[config.mk]
export PLATFORM = sky130hd
export DESIGN_NAME = ttlb_ram
export DESIGN_NICKNAME = d
export VERILOG_FILES = /design/src/design/tagged_tlb_fifo_lru_core_assert.svh /design/src/design/ttlb_ram.sv
export SDC_FILE = /design/constraint.sdc
export NUM_CORES = 1
export LEC_CHECK = 0
export BUFFER_PORTS_ARGS = -buffer_cell sky130_fd_sc_hd__buf_2
export CORE_MARGIN = 5
export CORE_UTILIZATION = 35
export DETAILED_ROUTE_END_ITERATION = 10
export SLEW_MARGIN = 20
export SYNTH_ARGS = -nofsm -noshare
export SYNTH_HDL_FRONTEND = slang
export SYNTH_SLANG_ARGS = --single-unit
[constraint.sdc]
create_clock -name clock -period 1.05 [get_ports clock]
set_clock_uncertainty 0.2 [all_clocks]
set_input_delay 0.0525 -clock clock [delete_from_list [all_inputs] [get_ports clock]]
set_output_delay 0.0525 -clock clock [all_outputs]
set_load 0.1 [all_outputs]
[src/design/tagged_tlb_fifo_lru_core_assert.svh]
// Assertion macros used by the core RTL file.
`ifndef TAGGED_TLB_FIFO_LRU_CORE_ASSERT_SVH
`define TAGGED_TLB_FIFO_LRU_CORE_ASSERT_SVH

// Same-cycle implication, disabled in reset.
`define TTLB_ASSERT_IMP(label, clk, rst, ante, cons, msg) \
   label: assert property (@(posedge clk) disable iff (rst) (ante) |-> (cons)) \
      else $error(msg);

// Next-cycle implication, disabled in reset.
`define TTLB_ASSERT_NXT(label, clk, rst, ante, cons, msg) \
   label: assert property (@(posedge clk) disable iff (rst) (ante) |=> (cons)) \
      else $error(msg);

`endif

[src/design/ttlb_ram.sv]
`default_nettype none

module ttlb_ram #(
   parameter int WIDTH = 8,
   parameter int DEPTH = 2,
   localparam int AW = (DEPTH > 1) ? $clog2(DEPTH) : 1
) (
   input  wire logic             clock,
   input  wire logic             wr_en,
   input  wire logic [AW-1:0]    wr_addr,
   input  wire logic [WIDTH-1:0] wr_data,
   input  wire logic             rd_en,
   input  wire logic [AW-1:0]    rd_addr,
   output logic      [WIDTH-1:0] rd_data
);

   logic [WIDTH-1:0] mem_ff [DEPTH];
   logic [WIDTH-1:0] rd_data_ff;

   // one write port, one registered read port
   always_ff @(posedge clock) begin
      if (wr_en) begin
         mem_ff[wr_addr] <= wr_data;
      end
      if (rd_en) begin
         rd_data_ff <= mem_ff[rd_addr];
      end
   end

   assign rd_data = rd_data_ff;

endmodule

`default_nettype wire

* Word level (Yosys, flattened, before mapping)
Memories as Yosys holds them, arrays and structs flattened. A register that Yosys moved wholly into a read port is not among the register bits.
Cells that the tools add are included.
** Word-level totals
- Logic and storage cells :: 3
- Latch bits :: 0
- RAM bits :: 16
- Memory bits (read-only) :: 0
- Memories :: 1
- Bits of input ports :: 13
- Output and inout bits :: 8
- Flip-flop bits (word level) :: 0
** Memory list
- mem_ff :: words 2, width 8, read ports 1, clocked after memory_dff 1, write ports 1, RTL line ttlb_ram.sv:17 : logic [WIDTH-1:0] mem_ff [DEPTH];
** Operators by class
- Shifts and indexed selects :: 0
- Divide/modulo/power cells :: 0
- Bitwise gates (word level) :: 0
- $lt $le $gt $ge :: 0
- Multiplexer cells :: 2
- Equality and inequality tests :: 0
- $add $sub $neg :: 0
- $mul :: 0
- Reductions and logical operators :: 0
** Operators with widths (count)
- 1-bit 2-to-1 mux :: 2

* Depth between registers and ports, before layout
Gate-level depths: netlist (run 1).
- Word-level depth :: 2
- Mapped depth :: 2

* Worst setup path before layout (run 1)
Ideal clock, no wire load.
- Path kind :: reg2out
- From :: register rd_data_ff[0] (netlist: rd_data[0]), read port of mem_ff
- To :: output rd_data[0]
- Stages on the path, launching flop included :: 1
- Arrival time :: 0.904 ns
- Buffers on the path :: 0
- Data required time :: 0.797 ns
- Slack :: -0.107 ns
- Cells stage by stage :: edfxtp_1
** RTL lines
- start: declaration :: RTL line ttlb_ram.sv:18 : logic [WIDTH-1:0] rd_data_ff;
- end: declaration :: RTL line ttlb_ram.sv:14 : output logic [WIDTH-1:0] rd_data
No word-level cell between the ends.

* Worst setup path in the final report (run 1)
- From :: register rd_data_ff[0] (netlist: rd_data[0]), read port of mem_ff
- To :: output rd_data[0]
No word-level cell between the ends.

==> flow_summary.yaml, run 1 <==
critical_path:
  r2r_start: "mem_ff[0][3]"
  rrSetupSlack_ns: -0.05
  crit_path_end: "rd_data[0]"
  cp_top_family: "flip-flops"
  path_cells: "buf_12"
  worst-path-stages: 1
  cp_max_fo: 1
  cpPeakStageDelay_ns: 0.44
  crit_path_start: "rd_data[0]"
  reg2reg_depth: 1
  critPathLaunchType: "flop"
  required_ns: 0.80
  slowest_stage: "edfxtp_1"
  rr_endpoint: "rd_data[3]"
  crit_type: "reg2out"
  cp.arrival_ns: 0.94
  crit_buf_inv: 1
  critPathCaptureType: "output pin"
floorplanning:
  dieArea_um2: 3564
  start_util_pct: 35.88
  die_h_um: 59.70
  rows: 18
  die-width_um: 59.70
  core_um2: 2410
  pin_count: 21
global_route:
  grtUsageTotal_pct: 7.500
  grt_pass1_vias: 422
  grt_pass1_wl_um: 1821
  overflow: 0
  antenna_found_initial: 0
  grt_max_degree: 15
sta:
  maxSlewHeadroom_pct: 83.37
  timing_hold_violations_final: 13
  tightest_slew_ns: 0.2494
  slew_viol_final: 0
  worst_slack_ns: -0.1392
  setup_tns_ns: -1.334
  fin_crit_sh_pct: 113.3
  hold_ws_ns: -0.01400
  fmax_mhz: 840.9
  fin_crit_ns: 1.189
  grt_setup_unrepaired: "true"
  setup_viol: 16
pwr:
  ir_worst_vdd_mv: 1.422
  leakage_nw: 0.5023
  power.density_nw_per_um2: 1715
synth:
  yosysSeqAreaShare_pct: 83.36
  syn_area_um2: 864.6
  synth.avg_cell_area_um2: 24.70
  netlist.area_leader.share_pct: 83.36
  postSynthNetCount: 48
  netlist_top_cells_area: "edfxtp_1 83%, mux2_4 14%, buf_6 1.3%"
  synth_cell_types: 5
  ys_seq_elements: 24
  yosysTopAreaCell: "edfxtp_1"
  yosys_warnings: 0
  postSynthCellCount: 35
run_status:
  failed_checks: "negative hold slack, negative setup slack"
  status: "complete, but fails checks"
routing:
  route.vias.total: 428
  ant_nets: 0
  wl_um: 1154
  viasPerCell: 4.280
  drtPass1Iterations: 4
  post_drt_wl_per_cell_um: 11.54
  drc: 0
  drt_iter0_drc: 6
finish:
  fin_cells: 100
  drive_gt1_share_pct: 50.00
  fin_area_um2: 1276
  antenna_cells: 0
  multi_input_area_um2: 132.6
  area_growth_pct: 47.61
  n_fill_cell: 188
  seq_area_um2: 720.7
  nNetsFinal: 84
cts:
  clkLatencyLatePin_ns: 0.30
  h-tree-depth: 1
  numCtsBuffers: 3
  clk_path_buf_depth: 2
  clkTransAtPathRegs_ns: 0.12
  clock-sinks: 24
  cts_tree: "done"
  cts_resized: 0
  cts_setup_buffers: 0
  clockRootBuffer: "clkbuf_4"
  ctsHoldBuffers: 9
worst_hold_path:
  hold_path_class: "in2reg"
  min_path_cells: 3
placed_design:
  placed_area_um2: 1134
  gp_congestion: 0.6259
  port_buffers: 20
  dp_cells: 87
job:
  drv_cap: 0
## Yosys cell counts (all sizes together)
cell     n
edfxtp  24
buf      1
and2     1
mux2     8
nor2b    1
## per-layer routing
| layer | track usage, % | vias up | routed length [um] |
|---|---|---|---|
| met5 | 0 | - | 0 |
| met4 | 6.646 | 0 | 8 |
| met3 | 1.944 | 2 | 107 |
| met2 | 13.43 | 19 | 642 |
| met1 | 6.761 | 200 | 395 |
| li1 | - | 207 | - |
## power by group
| part | switching, mW | internal (mW) |
|---|---|---|
| combinational | 0.217 | 0.170 |
| sequential | 0.0295 | 1.13 |
| clock | 0.254 | 0.386 |
| total | 0.501 | 1.69 |
## state kept, by name (all words and copies together) (netlist names)
| register | count |
|---|---|
| mem_ff | 16 |
| rd_data | 8 |
## worst min-delay path: cells and delay by family
family / cells / cell delay (ns)
buffers and inverters: 2 / 0.24
and+or+nand+nor: 1 / 0.03
## worst min-delay path by stage
stage	from	endpoint	slack, ns
CTS	wr_addr	mem_ff[0][4]	-0.03
global route	wr_addr	mem_ff[0][4]	-0.02
global placement	wr_data[7]	mem_ff[1][7]	0.04
detailed placement	wr_data[7]	mem_ff[1][7]	0.05
finish	wr_addr	mem_ff[0][4]	-0.01
floorplan	wr_data[0]	mem_ff[0][0]	-0.05
## area by class of cell
cell class | count | area share [%]
flip-flops and latches | 24 | 56.47
well taps | 30 | 2.941
clock inverters | 1 | 2.353
clock buffers | 3 | 1.765
repair buffers | 32 | 26.08
multi-input cells | 10 | 10.39
## stage by stage
stage | utilization, % | total power [mW] | worst slack, ns
2_1_floorplan | - | 1.398 | -0.1065
3_3_place_gp | 47.04 | 1.541 | -0.02291
3_5_place_dp | 47.04 | 1.549 | -0.04172
4_1_cts | 52.96 | 2.219 | -0.1623
5_1_grt | 52.96 | 2.270 | -0.1838
6_report | 52.96 | 2.189 | -0.1392
## cell usage in the layout (no fill, tap or decap)
cell	instances
buf_12	8
mux2_4	8
clkbuf_4	3
edfxtp_1	24
buf_4	3
nor2b_1	1
bufinv_16	1
buf_2	12
dlygate4sd3_1	9
and2_1	1
## cells by family (layout without fill, tap and decap cells)
logic type             Yosys count  count (layout)  share of synthesized area (%)
buffers and inverters            1              36                          1.302
flip-flops                      24              24                          83.36
multiplexers                     8               8                          13.89
AND/OR/NAND/NOR                  2               2                          1.448
Note: power is estimated with default switching activity, not from simulation.
==> run 2, diff against run 1 <==
- CELL_PAD_IN_SITES_DETAIL_PLACEMENT: unset -> 1
- CELL_PAD_IN_SITES_GLOBAL_PLACEMENT: unset -> 1
- PLACE_DENSITY_LB_ADDON: unset -> 0.1
- clock period: 1.05 -> 0.98 ns (I/O delays scaled with it)
==> run 2 against run 1 <==
Effect of this change: the flow still finishes with violations (negative hold slack, negative setup slack); total power is 5.6% lower; die area stayed put; first-iteration DRC count is 50% lower; flip-flop and latch count stayed put; core utilization is 1.5 points lower; sequential share of layout area is 1.6 points higher; count of clock-buffer cells in the layout stayed put; final area is 2.7% lower; combinational power is 7.2% higher; sequential power is 8% higher; critical path depth stayed put; cell count is 2.0% lower; critical path type unchanged; critical endpoint is now rd_data[6]; highest routed layer unchanged.
==> flow_summary.yaml, run 2 (same netlist as run 1, synthesis figures left out) <==
global_route:
  grtUsageTotal_pct: 9.107
  grt_pass1_wl_um: 2332
  overflow: 0
  antenna_found_initial: 0
  grt_pass1_vias: 506
  grt_max_degree: 13
placed_design:
  gp_congestion: 0.6690
  dp_cells: 86
  port_buffers: 20
pwr:
  sequentialPowerShare_pct: 60.4
  switchingPower_mw: 0.5287
  p_sw_share_pct: 25.60
  leakage_nw: 0.4841
  internal_power_mw: 1.537
  power.density_nw_per_um2: 1664
  clkPwrFrac_pct: 19.5
  combinationalPowerShare_pct: 20.1
  ir_worst_vdd_mv: 1.007
cts:
  clockRootBuffer: "clkbuf_4"
  clkTransAtPathRegs_ns: 0.12
  h-tree-depth: 1
  ctsHoldBuffers: 9
  clk_path_buf_depth: 2
  numCtsBuffers: 3
  clock-sinks: 24
  clkLatencyLatePin_ns: 0.30
  cts_resized: 0
  cts_setup_buffers: 0
  cts_tree: "done"
job:
  drv_cap: 0
finish:
  drive_gt1_share_pct: 50.00
  fin_cells: 98
  layout_common_cells: "24 x edfxtp_1, 12 x buf_2, 9 x dlygate4sd3_1"
  antenna_cells: 0
  nNetsFinal: 83
  seq_area_um2: 720.7
  area_growth_pct: 43.56
  n_fill_cell: 221
  final_util_pct: 51.51
  regMostFlops: "mem_ff"
  multi_input_area_um2: 135.1
  final_common_cell: "edfxtp_1"
  largest_reg_flops: 16
routing:
  viasPerCell: 4.296
  drt_iter0_drc: 3
  route.vias.total: 421
  ant_nets: 0
  drtPass1Iterations: 2
  drc: 0
  wl_um: 1404
  post_drt_wl_per_cell_um: 14.33
critical_path:
  critPathLaunchType: "flop"
  required_ns: 0.73
  path_cells: "buf_12"
  critPathCaptureType: "output pin"
  rrSetupSlack_ns: -0.13
  cp_max_fo: 1
  crit_type: "reg2out"
  cp.arrival_ns: 0.94
  slowest_stage: "edfxtp_1"
  cpPeakStageDelay_ns: 0.44
  cp_top_family: "flip-flops"
  crit_buf_inv: 1
sta:
  maxSlewHeadroom_pct: 75.21
  setup_viol: 16
  fmax_mhz: 843.0
  worst_slack_ns: -0.2063
  hold_ws_ns: -0.02211
  tightest_slew_ns: 0.3718
  slew_viol_final: 0
  fin_crit_sh_pct: 121.0
  grt_setup_unrepaired: "true"
  fin_crit_ns: 1.186
  timing_hold_violations_final: 8
floorplanning:
  pin_count: 21
  die-width_um: 59.70
  core_um2: 2410
  rows: 18
  start_util_pct: 35.88
  die_h_um: 59.70
  dieArea_um2: 3564
run_status:
  failed_checks: "negative hold slack, negative setup slack"
  status: "complete, but fails checks"
worst_hold_path:
  hold_path_class: "in2reg"
-- run 2: power by group through the flow --
stage	sequential (mW)	combinational [mW]	clock, mW
floorplan	1.43	0.0709	0
global placement	1.27	0.382	0
detailed placement	1.27	0.392	0
CTS	1.25	0.420	0.418
global route	1.25	0.432	0.475
finish	1.25	0.416	0.403
-- run 2: area by class of cell --
class	instances	area share, %
sequential	24	58.06
timing repair buffer	31	26.21
multi-input combinational	10	10.89
tap	30	3.024
clock buffer	3	1.815
-- run 2: path summary, 6_finish.rpt --
| path | end | cells after the start | start |
|---|---|---|---|
| worst max-delay path | rd_data[6] | 1 | rd_data[6] |
| worst min-delay path | mem_ff[0][2] | 3 | wr_addr |
| worst max register to register | rd_data[1] | 1 | mem_ff[0][1] |
| worst min register to register | rd_data[5] | 1 | mem_ff[0][5] |
-- run 2: stage by stage --
step	power [mW]	setup TNS, ns	area [um^2]	worst slack (ns)
global placement	1.649	-0.8598	1129	-0.09178
detailed placement	1.666	-1.431	1129	-0.1170
finish	2.066	-2.468	1241	-0.2063
CTS	2.087	-2.656	1241	-0.2271
floorplan	1.498	-1.947	867.1	-0.1730
global route	2.161	-2.992	1241	-0.2538
-- run 2: per-layer routing --
layer	vias up	routed length, um	GRT usage [%]
met5	-	0	0
li1	204	-	-
met1	195	505	9.344
met4	0	26	4.747
met2	20	745	16.36
met3	2	126	2.808
